$ cat src/rtl/damm_letter_check_validator_assert.svh
// Assertion macros for the check-letter validator.
// Both macros sample on clk and are disabled while rst_n is low.
`ifndef DAMM_LETTER_CHECK_VALIDATOR_ASSERT_SVH
`define DAMM_LETTER_CHECK_VALIDATOR_ASSERT_SVH

`ifndef SYNTHESIS
`define DLCV_ASSERT(label, cond) \
    label: assert property (@(posedge clk) disable iff (!rst_n) (cond)) \
        else $error("dlcv assertion failed");
`define DLCV_ASSERT_NEXT(label, pre, post) \
    label: assert property (@(posedge clk) disable iff (!rst_n) (pre) |=> (post)) \
        else $error("dlcv assertion failed");
`else
`define DLCV_ASSERT(label, cond)
`define DLCV_ASSERT_NEXT(label, pre, post)
`endif

`endif

$ cat src/rtl/dlcv_pkg.sv
`timescale 1ns / 1ps
`default_nettype none

package dlcv_pkg;

    typedef struct packed {
        logic [7:0] char_code;
        logic       last_char;
    } char_item_t;

    typedef struct packed {
        logic [1:0] status;
        logic [6:0] expected_letter;
    } result_item_t;

    // Input register contents handed to the checking stage
    typedef struct packed {
        logic       valid;
        char_item_t item;
    } stage_t;

    localparam logic [1:0] STATUS_OK        = 2'd0;
    localparam logic [1:0] STATUS_MISMATCH  = 2'd1;
    localparam logic [1:0] STATUS_MALFORMED = 2'd2;

    localparam int unsigned POS_W = 5;

    localparam logic [POS_W-1:0] DAMM_FIRST_POS = 5'd2;
    localparam logic [POS_W-1:0] DAMM_LAST_POS  = 5'd10;
    localparam logic [POS_W-1:0] CHECK_POS      = 5'd11;
    localparam logic [POS_W-1:0] LEN_MIN        = 5'd12;
    localparam logic [POS_W-1:0] LEN_MAX        = 5'd15;
    localparam logic [POS_W-1:0] POS_SAT        = 5'd16;

    localparam logic [7:0] DIGIT_ZERO  = 8'h30;
    localparam logic [7:0] DIGIT_NINE  = 8'h39;
    localparam logic [7:0] FIRST_MIN   = 8'h31;
    localparam logic [7:0] FIRST_MAX   = 8'h34;
    localparam logic [6:0] LETTER_BASE = 7'h50;

    // Order-10 Damm quasigroup, row = interim digit, column = new digit
    function automatic logic [3:0] damm_next(input logic [3:0] interim,
                                             input logic [3:0] digit);
        logic [39:0] row;
        row = 40'h0;
        case (interim)
            4'd0:    row = {4'd2, 4'd4, 4'd6, 4'd8, 4'd9, 4'd5, 4'd7, 4'd1, 4'd3, 4'd0};
            4'd1:    row = {4'd3, 4'd6, 4'd8, 4'd4, 4'd5, 4'd1, 4'd2, 4'd9, 4'd0, 4'd7};
            4'd2:    row = {4'd9, 4'd5, 4'd3, 4'd1, 4'd7, 4'd8, 4'd6, 4'd0, 4'd2, 4'd4};
            4'd3:    row = {4'd6, 4'd2, 4'd4, 4'd3, 4'd8, 4'd9, 4'd0, 4'd5, 4'd7, 4'd1};
            4'd4:    row = {4'd8, 4'd7, 4'd9, 4'd5, 4'd4, 4'd0, 4'd3, 4'd2, 4'd1, 4'd6};
            4'd5:    row = {4'd1, 4'd8, 4'd5, 4'd9, 4'd0, 4'd2, 4'd4, 4'd7, 4'd6, 4'd3};
            4'd6:    row = {4'd4, 4'd3, 4'd1, 4'd0, 4'd2, 4'd7, 4'd9, 4'd6, 4'd8, 4'd5};
            4'd7:    row = {4'd7, 4'd1, 4'd0, 4'd2, 4'd6, 4'd3, 4'd5, 4'd4, 4'd9, 4'd8};
            4'd8:    row = {4'd5, 4'd0, 4'd2, 4'd7, 4'd1, 4'd6, 4'd8, 4'd3, 4'd4, 4'd9};
            4'd9:    row = {4'd0, 4'd9, 4'd7, 4'd6, 4'd3, 4'd4, 4'd1, 4'd8, 4'd5, 4'd2};
            default: row = 40'h0;
        endcase
        if (digit > 4'd9)
            return 4'd0;
        return row[digit*4 +: 4];
    endfunction

endpackage

`default_nettype wire

$ cat src/rtl/dlcv_in_reg.sv
`timescale 1ns / 1ps
`default_nettype none

module dlcv_in_reg
    import dlcv_pkg::*;
(
    input  wire logic       clk,
    input  wire logic       rst_n,
    input  wire logic       char_valid,
    output logic            char_stall,
    input  wire char_item_t char_item,
    input  wire logic       take,
    output stage_t          stage
);

    logic       valid_reg;
    logic       valid_next;
    char_item_t item_reg;
    logic       load;

    // Refill whenever the slot is empty or its item leaves this cycle
    assign load       = !valid_reg || take;
    assign char_stall = !load;
    assign valid_next = load ? char_valid : valid_reg;

    always_ff @(posedge clk or negedge rst_n)
    begin
        if (!rst_n)
        begin
            valid_reg <= 1'b0;
        end
        else
        begin
            valid_reg <= valid_next;
        end
    end

    always_ff @(posedge clk)
    begin
        if (load && char_valid)
        begin
            item_reg <= char_item;
        end
    end

    assign stage.valid = valid_reg;
    assign stage.item  = item_reg;

endmodule

`default_nettype wire

$ cat src/rtl/dlcv_core.sv
`timescale 1ns / 1ps
`default_nettype none

`include "damm_letter_check_validator_assert.svh"

module dlcv_core
    import dlcv_pkg::*;
(
    input  wire logic   clk,
    input  wire logic   rst_n,
    input  wire stage_t stage,
    output logic        take,
    output logic        result_valid,
    input  wire logic   result_stall,
    output result_item_t result_item
);

    logic [POS_W-1:0] pos_reg,       pos_next;
    logic [3:0]       interim_reg,   interim_next;
    logic             malformed_reg, malformed_next;
    logic             mismatch_reg,  mismatch_next;
    logic             out_valid_reg, out_valid_next;
    result_item_t     out_item_reg,  out_item_next;

    logic [7:0]       ch;
    logic             last;
    logic             is_digit;
    logic             out_free;
    logic [POS_W-1:0] length;
    logic [6:0]       letter;
    logic             bad;

    assign ch       = stage.item.char_code;
    assign last     = stage.item.last_char;
    assign is_digit = (ch >= DIGIT_ZERO) && (ch <= DIGIT_NINE);
    assign out_free = !out_valid_reg || !result_stall;

    // An item with no result never waits on the output side
    assign take = stage.valid && (!last || out_free);

    always_comb
    begin
        interim_next   = interim_reg;
        malformed_next = malformed_reg;
        mismatch_next  = mismatch_reg;
        pos_next       = pos_reg;
        out_item_next  = out_item_reg;
        length         = pos_reg + 5'd1;
        bad            = 1'b0;
        letter         = 7'd0;

        if (pos_reg == 5'd0)
        begin
            if ((ch < FIRST_MIN) || (ch > FIRST_MAX))
                malformed_next = 1'b1;
        end
        else if ((pos_reg >= DAMM_FIRST_POS) && (pos_reg <= DAMM_LAST_POS))
        begin
            if (is_digit)
                interim_next = damm_next(interim_reg, ch[3:0]);
            else
                malformed_next = 1'b1;
        end
        else if (pos_reg == CHECK_POS)
        begin
            if (ch != {1'b0, LETTER_BASE + {3'd0, interim_reg}})
                mismatch_next = 1'b1;
        end

        if (pos_reg < POS_SAT)
            pos_next = pos_reg + 5'd1;

        letter = LETTER_BASE + {3'd0, interim_next};
        bad    = malformed_next || (length < LEN_MIN) || (length > LEN_MAX);

        if (bad)
        begin
            out_item_next.status          = STATUS_MALFORMED;
            out_item_next.expected_letter = 7'd0;
        end
        else
        begin
            out_item_next.status          = mismatch_next ? STATUS_MISMATCH : STATUS_OK;
            out_item_next.expected_letter = letter;
        end

        // Clear the running state at the end of a number
        if (last)
        begin
            pos_next       = 5'd0;
            interim_next   = 4'd0;
            malformed_next = 1'b0;
            mismatch_next  = 1'b0;
        end

        if (take && last)
            out_valid_next = 1'b1;
        else if (!result_stall)
            out_valid_next = 1'b0;
        else
            out_valid_next = out_valid_reg;
    end

    always_ff @(posedge clk or negedge rst_n)
    begin
        if (!rst_n)
        begin
            pos_reg       <= '0;
            interim_reg   <= '0;
            malformed_reg <= 1'b0;
            mismatch_reg  <= 1'b0;
            out_valid_reg <= 1'b0;
        end
        else
        begin
            if (take)
            begin
                pos_reg       <= pos_next;
                interim_reg   <= interim_next;
                malformed_reg <= malformed_next;
                mismatch_reg  <= mismatch_next;
            end
            out_valid_reg <= out_valid_next;
        end
    end

    always_ff @(posedge clk)
    begin
        if (take && last)
        begin
            out_item_reg <= out_item_next;
        end
    end

    assign result_valid = out_valid_reg;
    assign result_item  = out_item_reg;

    `DLCV_ASSERT(a_pos_saturates, pos_reg <= POS_SAT)
    `DLCV_ASSERT(a_interim_is_digit, interim_reg <= 4'd9)
    `DLCV_ASSERT_NEXT(a_clear_after_last, take && last, (pos_reg == 5'd0) && !malformed_reg && !mismatch_reg && (interim_reg == 4'd0))
    `DLCV_ASSERT(a_malformed_letter_zero, !(out_valid_reg && (out_item_reg.status == STATUS_MALFORMED)) || (out_item_reg.expected_letter == 7'd0))
    `DLCV_ASSERT(a_letter_range, !(out_valid_reg && (out_item_reg.status != STATUS_MALFORMED)) || ((out_item_reg.expected_letter >= LETTER_BASE) && (out_item_reg.expected_letter <= LETTER_BASE + 7'd9)))

endmodule

`default_nettype wire

$ cat src/rtl/damm_letter_check_validator.sv
`timescale 1ns / 1ps
`default_nettype none

// Streaming Damm check-letter validator. One character enters per item on the
// char channel, with last_char marking the end of a number; the block accepts
// one item every cycle while char_stall is low. Each item passes an input
// register and is checked in the following cycle against the running
// position, Damm interim digit and error flags; the item marked last produces
// one result item (status and expected letter P..Y, or 0 with status 2 when
// malformed) in the output register in the cycle after it is taken, and the
// running state clears for the next number. A held result only stalls a
// later last item; characters before it flow on, and those behind it wait.

module damm_letter_check_validator
    import dlcv_pkg::*;
(
    input  wire logic         clk,
    input  wire logic         rst_n,
    input  wire logic         char_valid,
    output logic              char_stall,
    input  wire char_item_t   char_item,
    output logic              result_valid,
    input  wire logic         result_stall,
    output result_item_t      result_item
);

    stage_t stage;
    logic   take;

    dlcv_in_reg u_in_reg (
        .clk        (clk),
        .rst_n      (rst_n),
        .char_valid (char_valid),
        .char_stall (char_stall),
        .char_item  (char_item),
        .take       (take),
        .stage      (stage)
    );

    dlcv_core u_core (
        .clk          (clk),
        .rst_n        (rst_n),
        .stage        (stage),
        .take         (take),
        .result_valid (result_valid),
        .result_stall (result_stall),
        .result_item  (result_item)
    );

endmodule

`default_nettype wire
$ cat config.mk
export PLATFORM = sky130hd
export DESIGN_NAME = damm_letter_check_validator
export DESIGN_NICKNAME = d
export VERILOG_FILES = /design/src/rtl/dlcv_pkg.sv /design/src/rtl/dlcv_in_reg.sv /design/src/rtl/dlcv_core.sv /design/src/rtl/damm_letter_check_validator.sv
export VERILOG_INCLUDE_DIRS = /design/src /design/src/rtl
export SDC_FILE = /design/constraint.sdc
export NUM_CORES = 1
export LEC_CHECK = 0
export ABC_AREA = 1
export BUFFER_PORTS_ARGS = -buffer_cell sky130_fd_sc_hd__buf_4
export CAP_MARGIN = 30
export CORE_MARGIN = 3
export CORE_UTILIZATION = 59
export DETAILED_ROUTE_END_ITERATION = 6
export MAX_ROUTING_LAYER = met4
export PLACE_DENSITY = 0.84
export SYNTH_ARGS = -nofsm -noshare
export SYNTH_HDL_FRONTEND = slang
export SYNTH_SLANG_ARGS = --single-unit
$ cat constraint.sdc
create_clock -name clk -period 2.5 [get_ports clk]
set_clock_uncertainty 0.05 [all_clocks]
set_input_delay 0.125 -clock clk [delete_from_list [all_inputs] [get_ports clk]]
set_output_delay 0.125 -clock clk [all_outputs]
set_load 0.01 [all_outputs]
==> flow_metrics.py <==
metrics = {
    "status": {
        "status": "finished clean",
    },
    "detailed_routing": {
        "wl_mm": 6.17,
        "routedWlPerCell_um": 15.0,
        "wl_met1_mm": 2.55,
        "drtAntennaViolNets": 0,
        "top_layer_used": "met4",
        "wl_met2_mm": 2.89,
        "via_per_inst": 5.63,
        "dr.pass1.iters": 5,
        "drt_iter0_markers": 300,
        "drc": 0,
        "via_count": 2314,
        "dr_wl_met3_um": 592,
    },
    "sta": {
        "period_needed_ns": 2.25,
        "hold_slack_ns": 0.0312,
        "setup_viol": 0,
        "worstMarginPinSlew_ns": 0.648,
        "drv_slew": 0,
        "fin_crit_sh": 0.900,
        "tns_ns": 0,
        "hold_violations": 0,
        "relSlewSlack": 0.567,
        "rsz0062_at_grt": "no",
        "fmax_mhz": 444,
    },
    "cts": {
        "postCtsSetupRepairBufs": 0,
        "cts-root-buf": "clkbuf_8",
        "postCtsHoldBufs": 10,
        "clk-insertion-delay-late_ns": 0.29,
        "htree_num_levels": 2,
        "clkTransAtPathRegs_ns": 0.07,
        "cts_resized": 0,
        "cts_max_path_buffers": 2,
        "cts_tree": "yes",
        "cts_inserted_buffers": 5,
        "clock-sinks": 29,
    },
    "logic_synthesis": {
        "syn_nets": 360,
        "syn_area_um2": 2380,
        "yosys_warnings": 0,
        "ys_ff_latch": 29,
        "synth_cells": 332,
        "synth_cell_types": 33,
        "avgSynthCellArea_um2": 7.16,
        "yosysSeqAreaShare": 0.339,
    },
    "cells_and_area": {
        "final_net_count": 390,
        "syn_to_final_growth_pct": 13.2,
        "largest_reg_flops": 9,
        "layout-drive-gt1-share": 0.157,
        "antenna_cells": 0,
        "final_area_um2": 2690,
    },
    "floorplanning": {
        "die_x_um": 69.5,
        "die_h_um": 69.5,
        "die_area_um2": 4830,
        "placementRows": 22,
        "initial_core_util": 0.631,
        "ios": 24,
        "core_area_um2": 3770,
    },
    "worst_setup_path": {
        "worstSetupPathType": "reg -> reg",
        "r2r_end": "u_core.result_item[3]",
        "rr_worst_depth": 10,
        "critPathCaptureType": "flop",
        "r2r_slack_ns": 0.25,
        "slowest_delay_ns": 0.47,
        "timing.rr.start": "u_core.interim_reg[0]",
        "cp_top_family": "simple AND/OR/NAND/NOR gates",
        "crit_arrival_ns": 2.34,
        "cpMaxStageDelayCell": "dfrtp_1",
        "crit_chain": "inv_1 -> ha_1 -> nand2_1 -> nand2_1 -> nand2_1 -> a21oi_1 -> nand2_1 -> nand2_1 -> nand3_1 -> a21oi_1",
        "path_max_fanout": 8,
        "cpMostUsedCell": "nand2_1",
        "startpoint_type": "flop",
        "worst-path-buf-inv": 1,
        "required_ns": 2.59,
    },
    "grt": {
        "grt_usage": 0.273,
        "grt_pass1_vias": 2176,
        "antenna_found_initial": 0,
        "grt-ovfl-total": 0,
        "grt_max_degree": 21,
        "grt_pass1_wl_mm": 10.3,
    },
    "min_path": {
        "hold_end": "u_core.result_valid",
        "hold_depth": 3,
        "hold_class": "in -> reg",
        "worstHoldStart": "result_stall",
    },
    "place": {
        "hpwlAfterDp_mm": 4.32,
        "place_congestion": 1.05,
        "dpl_cell_area_um2": 2500,
        "io_buffer_count": 22,
    },
    "flow_run": {
        "maxCapViolations": 0,
    },
    "power": {
        "power_density_nw_per_um2": 434,
        "peakVddDrop_uv": 412,
        "p_leak_nw": 1.32,
    },
}
## how the worst max path moves through the flow
stage                                      from               endpoint  cells after the start
after floorplan           u_core.interim_reg[1]  u_core.result_item[0]                     10
after global placement    u_core.interim_reg[0]  u_core.result_item[0]                     10
after detailed placement  u_core.interim_reg[0]  u_core.result_item[3]                     10
after CTS                 u_core.interim_reg[0]  u_core.result_item[3]                     10
after global routing      u_core.interim_reg[0]  u_core.interim_reg[3]                     12
final                     u_core.interim_reg[0]  u_core.result_item[3]                     10
## Yosys cell counts
master | count | area, µm²
nor3_1 | 4 | 20.0
buf_6 | 9 | 101
o32ai_1 | 1 | 8.76
o21ai_1 | 3 | 15.0
conb_1 | 1 | 3.75
inv_1 | 24 | 90.1
buf_2 | 1 | 5.00
or2_1 | 1 | 6.26
xnor2_1 | 2 | 17.5
nor2_4 | 1 | 11.3
a21oi_1 | 23 | 115
nand3_1 | 29 | 145
o21ai_2 | 1 | 8.76
a21oi_2 | 2 | 17.5
inv_4 | 1 | 6.26
dfrtp_1 | 13 | 325
nand2_1 | 122 | 458
nor2_2 | 4 | 25.0
nand4_4 | 1 | 21.3
a21oi_4 | 1 | 16.3
buf_4 | 3 | 22.5
ha_1 | 15 | 188
xor2_1 | 2 | 17.5
inv_2 | 6 | 22.5
o21ai_0 | 14 | 70.1
edfxtp_1 | 16 | 480
o211ai_1 | 2 | 15.0
nor2_1 | 19 | 71.3
nor4_1 | 1 | 6.26
nand2_4 | 1 | 11.3
nand4_1 | 2 | 12.5
o22ai_1 | 2 | 12.5
nand2_2 | 5 | 31.3
## kinds of logic after synthesis
group	count (synthesis)	synth area share
and+or+nand+nor	190	0.345
buffers and inverters	44	0.104
AOI/OAI and AO/OA	49	0.117
adders and majority gates	15	0.0789
other	1	0.00158
DFF	29	0.339
xor gates and xnor gates	4	0.0147
## metal layers
| layer | GRT usage | vias up |
|---|---|---|
| met2 | 0.438 | 138 |
| met3 | 0.0536 | 18 |
| met4 | 0.0651 | 0 |
| met5 | - | - |
| met1 | 0.357 | 1020 |
| li1 | - | 1138 |
## layout make-up
type	count	area, µm²
multi-input combinational	259	1330
clock inverter	3	17.5
inverter	31	119
fill	306	1080
sequential	29	806
tap	48	60.1
clock buffer	5	68.8
timing repair buffer	36	295
## report_power, final
| group | internal [mW] | switching, mW |
|---|---|---|
| clock | 0.192 | 0.194 |
| combinational | 0.0839 | 0.131 |
| sequential | 0.535 | 0.0312 |
| total | 0.810 | 0.357 |
## worst min-delay path: stages
cell and delay, ns:
buf_4 0.08, nand2_1 0.06, nand2_1 0.07
## through the flow
step           cells  setup slack [ns]  power (mW)  utilization
2_1_floorplan    332             0.590       0.713            -
3_3_place_gp     393             0.265       0.767        0.664
3_5_place_dp     393             0.329       0.771        0.664
4_1_cts          411             0.302        1.16        0.714
5_1_grt          411             0.124        1.22        0.714
6_report         411             0.249        1.17        0.714
## placed cells by master (no fill, tap or decap), drive strengths merged
master       instances
a21oi               26
buf                 26
clkbuf               5
clkinv               2
clkinvlp             1
conb                 1
dfrtp               13
dlygate4sd3         10
edfxtp              16
ha                  15
inv                 31
nand2              128
nand3               29
nand4                3
nor2                24
nor3                 4
nor4                 1
o211ai               2
o21ai               18
o22ai                2
o32ai                1
or2                  1
xnor2                2
xor2                 2
Note: power is estimated with default switching activity, not from simulation.
